### config.mk
export PLATFORM = sky130hd
export DESIGN_NAME = galois_field_alu
export DESIGN_NICKNAME = d
export VERILOG_FILES = /design/src/hw/rtl/gfa_pkg.sv /design/src/hw/rtl/gfa_cell.sv /design/src/hw/rtl/gfa_final.sv /design/src/hw/rtl/galois_field_alu.sv
export SDC_FILE = /design/constraint.sdc
export NUM_CORES = 1
export LEC_CHECK = 0
export CAP_MARGIN = 20
export CORE_MARGIN = 1
export CORE_UTILIZATION = 60
export DETAILED_ROUTE_END_ITERATION = 8
export DONT_BUFFER_PORTS = 1
export PLACE_DENSITY = 0.73
export SLEW_MARGIN = 30
export SYNTH_ARGS = -nofsm -noshare
export SYNTH_HDL_FRONTEND = slang
export SYNTH_SLANG_ARGS = --single-unit
### constraint.sdc
create_clock -name clk -period 11.5 [get_ports clk]
set_input_delay 0.575 -clock clk [delete_from_list [all_inputs] [get_ports clk]]
set_output_delay 0.575 -clock clk [all_outputs]
set_load 0.01 [all_outputs]
### src/hw/rtl/gfa_pkg.sv
// Shared types, operation codes and field multiply functions for the Galois field ALU.
package gfa_pkg;

  // Operation codes carried in the mode field of an input transaction.
  localparam logic [2:0] OP_ADD = 3'd0;
  localparam logic [2:0] OP_SUB = 3'd1;
  localparam logic [2:0] OP_MUL = 3'd2;
  localparam logic [2:0] OP_DIV = 3'd3;
  localparam logic [2:0] OP_POW = 3'd4;

  // Field selection as held in the configuration register.
  localparam logic FM_GF16  = 1'b0;
  localparam logic FM_GF256 = 1'b1;

  // Reduction polynomials without the leading term.
  localparam logic [7:0] POLY256_LOW = 8'h1d;
  localparam logic [3:0] POLY16_LOW  = 4'h3;

  // One cell handles one exponent bit, so the chain is as long as the exponent.
  localparam int unsigned EXP_BITS = 8;

  // Inverse exponents: the order of the multiplicative group minus one.
  localparam logic [7:0] INV_EXP256 = 8'd254;
  localparam logic [7:0] INV_EXP16  = 8'd14;

  // Multiplicative identity in each field layout (two packed ones in GF(16)).
  localparam logic [7:0] ONE256 = 8'h01;
  localparam logic [7:0] ONE16  = 8'h11;

  // Work item as it moves from cell to cell.
  typedef struct packed {
    logic       valid;
    logic       fm;      // field mode captured when the item entered
    logic [2:0] op;
    logic [7:0] base;    // running square of the element
    logic [7:0] acc;     // running product of the selected squares
    logic [7:0] ex;      // exponent bits not yet consumed, next bit in bit 0
    logic [7:0] mult;    // multiplier applied after the chain
    logic [7:0] xsum;    // operand_a ^ operand_b for add and subtract
    logic       zz;      // both operands zero
  } gfa_item_t;

  // Carry-less multiply reduced by x^8+x^4+x^3+x^2+1.
  function automatic logic [7:0] gf256_mul(input logic [7:0] a, input logic [7:0] b);
    logic [7:0] r;
    logic [7:0] sa;
    r  = '0;
    sa = a;
    for (int i = 0; i < 8; i++) begin
      if (b[i]) begin
        r = r ^ sa;
      end
      sa = sa[7] ? ({sa[6:0], 1'b0} ^ POLY256_LOW) : {sa[6:0], 1'b0};
    end
    return r;
  endfunction

  // Carry-less multiply reduced by x^4+x+1.
  function automatic logic [3:0] gf16_mul(input logic [3:0] a, input logic [3:0] b);
    logic [3:0] r;
    logic [3:0] sa;
    r  = '0;
    sa = a;
    for (int i = 0; i < 4; i++) begin
      if (b[i]) begin
        r = r ^ sa;
      end
      sa = sa[3] ? ({sa[2:0], 1'b0} ^ POLY16_LOW) : {sa[2:0], 1'b0};
    end
    return r;
  endfunction

  // Multiply in the selected field; in GF(16) both nibbles are handled independently.
  function automatic logic [7:0] gf_mul(input logic [7:0] a, input logic [7:0] b,
                                        input logic fm);
    logic [7:0] r;
    if (fm == FM_GF256) begin
      r = gf256_mul(a, b);
    end else begin
      r = {gf16_mul(a[7:4], b[7:4]), gf16_mul(a[3:0], b[3:0])};
    end
    return r;
  endfunction

endpackage

### src/hw/rtl/gfa_cell.sv
// One square-and-multiply cell: consumes one exponent bit and hands the item on.
module gfa_cell
  import gfa_pkg::*;
(
  input  logic      clk,
  input  logic      rst_n,
  input  logic      adv,
  input  gfa_item_t item_in,
  output gfa_item_t item_out
);

  gfa_item_t item_r;
  gfa_item_t item_nxt;

  // Multiply the accumulator by the base when the bit is set, and square the base.
  always_comb begin
    item_nxt      = item_in;
    item_nxt.acc  = item_in.ex[0] ? gf_mul(item_in.acc, item_in.base, item_in.fm)
                                  : item_in.acc;
    item_nxt.base = gf_mul(item_in.base, item_in.base, item_in.fm);
    item_nxt.ex   = {1'b0, item_in.ex[7:1]};
  end

  // Stage register; only the valid bit is reset.
  always_ff @(posedge clk) begin
    if (!rst_n) begin
      item_r.valid <= 1'b0;
    end else if (adv) begin
      item_r <= item_nxt;
    end
  end

  assign item_out = item_r;

endmodule

### src/hw/rtl/gfa_final.sv
// Output cell: applies the final multiply, selects the result and holds it for the receiver.
module gfa_final
  import gfa_pkg::*;
(
  input  logic       clk,
  input  logic       rst_n,
  input  logic       adv,
  input  gfa_item_t  item_in,
  output logic       out_valid,
  output logic [7:0] out_data
);

  logic       valid_r;
  logic [7:0] data_r;
  logic [7:0] prod;
  logic [7:0] data_nxt;

  assign prod = gf_mul(item_in.mult, item_in.acc, item_in.fm);

  // Result selection by operation.
  always_comb begin
    unique case (item_in.op)
      OP_ADD, OP_SUB: data_nxt = item_in.xsum;
      OP_MUL, OP_DIV: data_nxt = prod;
      OP_POW: begin
        if (item_in.zz) begin
          data_nxt = '0;
        end else if (item_in.fm == FM_GF256) begin
          data_nxt = prod;
        end else begin
          data_nxt = {4'h0, prod[3:0]};
        end
      end
      default: data_nxt = '0;
    endcase
  end

  // Output register; it moves whenever the chain advances.
  always_ff @(posedge clk) begin
    if (!rst_n) begin
      valid_r <= 1'b0;
    end else if (adv) begin
      valid_r <= item_in.valid;
      data_r  <= data_nxt;
    end
  end

  assign out_valid = valid_r;
  assign out_data  = data_r;

endmodule

### src/hw/rtl/galois_field_alu.sv
// Top level of the Galois field ALU: input decode, cell chain, output stage and checks.
//
// The block computes one GF(256) or packed dual GF(16) operation per input transaction.
// Input channel in_*: tdata carries mode, operand_a and operand_b; each accepted
// transaction yields exactly one output transaction on out_*, in order.
// Configuration channel cfg_*: a one-bit field_mode write, always accepted; it
// should be written only while the block is empty. Each item carries the mode
// that was in force when it was accepted.
// Every operation is mapped onto a chain of eight identical square-and-multiply
// cells (one per exponent bit) followed by an output cell that applies a final
// multiply: multiply is b^1 * a, divide is b^254 (b^14 per nibble) * a, and power
// is a^b * 1 (low nibble of a only in GF(16)). Add and subtract ride along the chain as a^b.
// An accepted transaction passes through the cell registers and then the output register;
// throughput is one transaction per cycle while the receiver does not stall the chain.
// When the receiver stalls with a result waiting, the whole chain holds and
// in_tready falls, so nothing is lost; bubbles in the chain are not squeezed out.
// Reset (rst_n low, synchronous) empties the chain and sets field_mode to GF(256).
module galois_field_alu
  import gfa_pkg::*;
(
  input  logic        clk,
  input  logic        rst_n,
  // Configuration write channel.
  input  logic        cfg_valid,
  output logic        cfg_ready,
  input  logic [0:0]  cfg_data,      // [0] field_mode
  // Input stream.
  input  logic        in_tvalid,
  output logic        in_tready,
  input  logic [23:0] in_tdata,      // [2:0] mode, [10:3] operand_a, [18:11] operand_b
  // Result stream.
  output logic        out_tvalid,
  input  logic        out_tready,
  output logic [7:0]  out_tdata      // [7:0] result
);

  logic       field_mode_r;
  logic       adv;
  logic [2:0] op;
  logic [7:0] opa;
  logic [7:0] opb;
  gfa_item_t  chain [EXP_BITS+1];

  // Configuration register.
  assign cfg_ready = 1'b1;

  always_ff @(posedge clk) begin
    if (!rst_n) begin
      field_mode_r <= FM_GF256;
    end else if (cfg_valid && cfg_ready) begin
      field_mode_r <= cfg_data[0];
    end
  end

  // The chain moves whenever the output register is free or being drained.
  assign adv       = !out_tvalid || out_tready;
  assign in_tready = adv;

  assign op  = in_tdata[2:0];
  assign opa = in_tdata[10:3];
  assign opb = in_tdata[18:11];

  // Map the operation onto base, exponent and final multiplier.
  always_comb begin
    chain[0].valid = in_tvalid;
    chain[0].fm    = field_mode_r;
    chain[0].op    = op;
    chain[0].acc   = (field_mode_r == FM_GF256) ? ONE256 : ONE16;
    chain[0].xsum  = opa ^ opb;
    chain[0].zz    = (opa == 8'h00) && (opb == 8'h00);
    chain[0].base  = opb;
    chain[0].mult  = opa;
    unique case (op)
      OP_MUL: begin
        chain[0].ex = 8'd1;
      end
      OP_DIV: begin
        chain[0].ex = (field_mode_r == FM_GF256) ? INV_EXP256 : INV_EXP16;
      end
      OP_POW: begin
        chain[0].base = (field_mode_r == FM_GF256) ? opa : {4'h0, opa[3:0]};
        chain[0].ex   = opb;
        chain[0].mult = (field_mode_r == FM_GF256) ? ONE256 : ONE16;
      end
      default: begin
        chain[0].ex = '0;
      end
    endcase
  end

  // Square-and-multiply cells, one per exponent bit.
  for (genvar k = 0; k < EXP_BITS; k++) begin : g_cell
    gfa_cell u_cell (
      .clk      (clk),
      .rst_n    (rst_n),
      .adv      (adv),
      .item_in  (chain[k]),
      .item_out (chain[k+1])
    );
  end

  // Final multiply and output register.
  gfa_final u_final (
    .clk       (clk),
    .rst_n     (rst_n),
    .adv       (adv),
    .item_in   (chain[EXP_BITS]),
    .out_valid (out_tvalid),
    .out_data  (out_tdata)
  );

  // An accepted transaction occupies the first cell on the next cycle.
  a_enter: assert property (@(posedge clk) disable iff (!rst_n)
    in_tvalid && in_tready |=> chain[1].valid)
    else $error("accepted transaction did not enter the cell chain");

  // A new result appears only when the last cell held an item.
  a_out_src: assert property (@(posedge clk) disable iff (!rst_n)
    $rose(out_tvalid) |-> $past(chain[EXP_BITS].valid))
    else $error("result appeared without an item in the last cell");

  // A stalled chain keeps its contents in the last cell.
  a_hold: assert property (@(posedge clk) disable iff (!rst_n)
    !adv |=> $stable(chain[EXP_BITS]))
    else $error("last cell changed while the chain was stalled");

endmodule
### Word-level counts from Yosys, hierarchy flattened

Cells that the tools add are included.

* equality and inequality tests: 7
* mux-type cells: 705
* bitwise gates (word level): 417
* reduce and logical (&&, ||, !) cells: 9

Operators by type and width (number)
* two-way mux 8 bit: 269
* two-way mux 4 bit: 223
* bitwise XOR 8 bit: 111
* two-way mux 5 bit: 114
* inverter 4 bit: 112
* bitwise XOR 4 bit: 94
* two-way mux 2 bit: 96
* inverter 2 bit: 96
* one-hot mux 8 bit (3 select lines): 2
* logical NOT 8 bit: 2
* == test 3 x 2 -> 1 bit (second input constant): 4
* bitwise XOR 8 x 6 -> 8 bit: 1
* bitwise XOR 8 x 7 -> 8 bit: 1
* == test 3 bit (second input constant): 2
* OR reduction 2 bit: 2
* bitwise XOR 4 x 2 -> 4 bit: 1
* bitwise XOR 4 x 3 -> 4 bit: 1
* == test 3 x 1 -> 1 bit (second input constant): 1
* logical NOT 3 bit: 1
* AND reduction 2 bit: 1
* logical AND 1 bit: 1
* logical NOT 1 bit: 1
* logical OR 1 bit: 1
* two-way mux 1 bit: 1

* register bits after elaboration: 334
* bits of input ports: 30
* output and inout bits: 11

### Logic depth before layout (Yosys ltp)

* depth in word-level cells: 26
* gate-level depth with buffers: 14

### By module

A second synthesis with hierarchy kept.

* cells, all modules: 4319
* area total of the unflattened synthesis: 37957.7 µm²

Modules (own cells, without submodules)
* gfa_cell: times used 8, cells an instance 496, area each 4433.0 µm², seq. area each 1341.3 µm²
* gfa_final: times used 1, cells an instance 291, area each 2035.7 µm², seq. area each 260.2 µm²
* galois_field_alu: times used 1, cells an instance 60, area each 457.9 µm², seq. area each 20.0 µm²

### Least setup slack after synthesis

No wires, ideal clock.

* kind: in2reg
* from: in out_tready
* to: reg g_cell[0].u_cell.item_r, in the netlist g_cell[0].u_cell.item_out[0] (enable)
* arrival time: 8.367 ns
* required time: 10.772 ns
* path slack: 2.405 ns
* cell stages on the path: 4
* path buffers: 1
* cells stage by stage: nor2b_1 clkbuf_1 clkinv_1 and2_1

* word-level cells in the longest chain between the ends: 2

Ends and longest elaborated chain
* from (decl): RTL line galois_field_alu.sv:33 `input logic out_tready,`
* logical OR 1 bit: RTL line galois_field_alu.sv:56 `assign adv = !out_tvalid || out_tready;`
* net in_tready: RTL line galois_field_alu.sv:29 `output logic in_tready,`
* AND reduction 2 bit (no source line)
* to (signal assigned): RTL line gfa_cell.sv:29 `item_r <= item_nxt;`
* to (decl): RTL line gfa_cell.sv:12 `gfa_item_t item_r;`

The timed path passes the listed nets, and every way through them passes these cells.
A chain may end at the register's enable or synchronous reset.

==> impl_metrics.yaml <==
outcome:
  status: "finished, final reports clean"
grt:
  grt_util_met1: 0.342
  top_usage_layer: "met2"
  grt_util_met2: 0.440
  grt_pass1_wl_um: 117000
  grt_pass1_vias: 23300
  grt_use_total: 0.259
  grt_max_degree: 214
  use_met3: 0.0301
  grt_antenna_before_repair: 0
  overflow: 0
drt:
  remaining_drc_errors: 0
  drt-total-wl_um: 70300
  via_count: 24500
  drt_pre_antenna_iters: 5
  drt_iter0_drc: 2219
  vias_per_cell: 5.81
  drtAntennaViolNets: 0
  post_drt_wl_per_cell_um: 16.7
clock_network:
  cts_tree: "yes"
  numCtsBuffers: 40
  path_clk_slew_ns: 0.06
  cts_resized: 0
  ctsHoldBuffers: 0
  cts_root_buf: "clkbuf_16"
  ctsLongestPathBuffers: 3
  post-cts-setup-buffer-count: 0
  clock-sinks: 334
  worstSkewPairLatency_ns: 0.59
  htree_levels: 2
final_layout:
  design_area_um2: 33100
  fillers: 4224
  multiInputGateArea_um2: 20300
  nets: 3567
  areaGrowthSynthToFinish_pct: 4.05
  drive_above_1_share: 0.0543
  diodes: 0
  regArea_um2: 9930
floorplanning:
  chipHeight_um: 232
  io_pins: 41
  core_um2: 52400
  num_rows: 84
  die_area_um2: 54000
  initial_core_util: 0.607
  die_w_um: 232
synthesis:
  synth-main-ff-cell: "edfxtp_1"
  async_reset_ff_frac: 0
  yosysTopAreaCell: "edfxtp_1"
  syn_area_um2: 31800
  syn-instance-count: 3722
  synth_edf_count: 324
  ys_warn_count: 0
  yosysMostFrequentCell: "xnor2_1"
  synth_fp_nets: 3801
  yosysTopAreaCellShare: 0.306
  syn_area_per_cell_um2: 8.55
  synth_commonest_cells: "xnor2_1, nand2_1, edfxtp_1"
  yosysSeqAreaShare: 0.312
  synth_seq_cells: 334
  synthTopCellsByArea: "edfxtp_1, xnor2_1, nand2_1, xor2_1, a21oi_1"
  yosysUniqueCellTypes: 80
setup_path:
  critPathRequiredTime_ns: 11.86
  crit_fanout: 24
  reg2reg_depth: 11
  start_kind: "input pin"
  cpMostUsedCell: "xnor2_1"
  cp_top_family: "multiplexers"
  max_stage_delay_ns: 0.83
  critPathArrivalTime_ns: 4.60
  worstSetupEndpointType: "flip-flop"
  crit_path_top_delay_cell: "mux2i_1"
  critPathBufInv: 2
  worst-path-stages: 12
  path_cells: "nor3b_4 > buf_4 > mux2i_1 > clkinv_1 > ha_1 > xor2_1 > nand2_1 > mux2_2 > o22ai_1 > xnor2_1 > xnor2_1 > o21ai_0"
  ff2ff_setup_slack_ns: 7.41
  crit_type: "input pin to flip-flop"
run:
  maxCapViolations: 0
min_path:
  hold_class: "input pin to flip-flop"
  hold_depth: 0
sta:
  hold_ws_ns: 0.0810
  fin_tns_setup_ns: 0
  rsz0062_at_grt: "false"
  relSlewSlack: 0.333
  period_needed_ns: 4.24
  setup_viol: 0
  hold_viol_final: 0
  worst_pin_slew_ns: 1.00
  post-route-period-util: 0.368
  skew_ns: 0.0407
  max_clock_freq_mhz: 236
  slew_viol_final: 0
placed_design:
  gp_congestion: 0.875
  port_buffers: 0
  dpl_cell_area_um2: 31700
  dp_hpwl_um: 45500
[placed cells by master (no fill, tap or decap), types with 10 or more instances in the layout]
cell type | synthesis | final
xnor2_1 | 814 | 813
nand2_1 | 743 | 743
edfxtp_1 | 324 | 324
xor2_1 | 289 | 289
nor2_1 | 185 | 185
a21oi_1 | 176 | 176
o21ai_0 | 160 | 160
mux2i_1 | 59 | 59
mux2_2 | 51 | 51
inv_1 | 50 | 50
ha_1 | 49 | 49
nand3_1 | 42 | 42
nand2b_1 | 42 | 42
clkbuf_16 | 0 | 40
a22oi_1 | 39 | 39
nor2b_1 | 38 | 38
buf_4 | 2 | 37
o22ai_1 | 34 | 34
o211ai_1 | 28 | 28
a211oi_1 | 19 | 19
a31oi_1 | 17 | 17
nor3_1 | 15 | 15
o21bai_1 | 14 | 14
nor3b_1 | 14 | 14
a21o_1 | 14 | 14
nand3b_1 | 14 | 14
xnor3_1 | 12 | 12
o221ai_1 | 12 | 12
and3_1 | 11 | 11
o2111ai_1 | 10 | 10
clkinv_2 | 0 | 10
dfxtp_1 | 10 | 10
[path summary, 6_finish.rpt]
| kind | from | end |
|---|---|---|
| hold / removal | in_tdata[0] | g_cell[0].u_cell.item_out[41] |
| hold reg to reg | g_cell[1].u_cell.item_out[4] | g_cell[2].u_cell.item_out[4] |
| setup / recovery | in_tdata[1] | g_cell[0].u_cell.item_out[37] |
| setup reg to reg | field_mode_r | g_cell[0].u_cell.item_out[37] |
[registers in the layout (all words and copies together), names as in the netlist]
signal / flops
g_cell.u_cell.item_out: 324
field_mode_r: 1
u_final.out_valid: 1
u_final.out_data: 8
[per-stage QoR]
stage | worst slack (ns) | utilization | instances
after detailed placement | 6.79 | 0.605 | 4128
final | 7.26 | 0.631 | 4207
after CTS | 7.35 | 0.629 | 4201
after global placement | 6.80 | 0.603 | 4122
after floorplan | 2.40 | - | 3722
after global routing | 7.02 | 0.631 | 4207
[cell families after synthesis]
| family | share of synthesized area |
|---|---|
| AND/OR/NAND/NOR | 0.150 |
| flip-flops | 0.312 |
| adder cells (fa/ha/maj) | 0.0193 |
| other | 0.000118 |
| XOR/XNOR | 0.320 |
| buffers and inverters | 0.0495 |
| multiplexers | 0.0382 |
| AO/OA/AOI/OAI | 0.111 |
[layer usage]
| layer | share of wire | wire length, um |
|---|---|---|
| met1 | 0.44 | 30700 |
| met2 | 0.49 | 34300 |
| met3 | 0.051 | 3570 |
| met4 | 0.025 | 1730 |
| met5 | 0 | 0 |
[layout make-up]
class,count,share of cell area
repair buffers,50,0.0140
clock inverters,29,0.00847
well taps,688,0.0260
clock buffers,44,0.0307
inverters,62,0.00703
multi-input cells,3000,0.614
flip-flops and latches,334,0.300
Power is not shown: default switching activity piles up to over one toggle a cycle in this logic, so the estimate is an artifact.
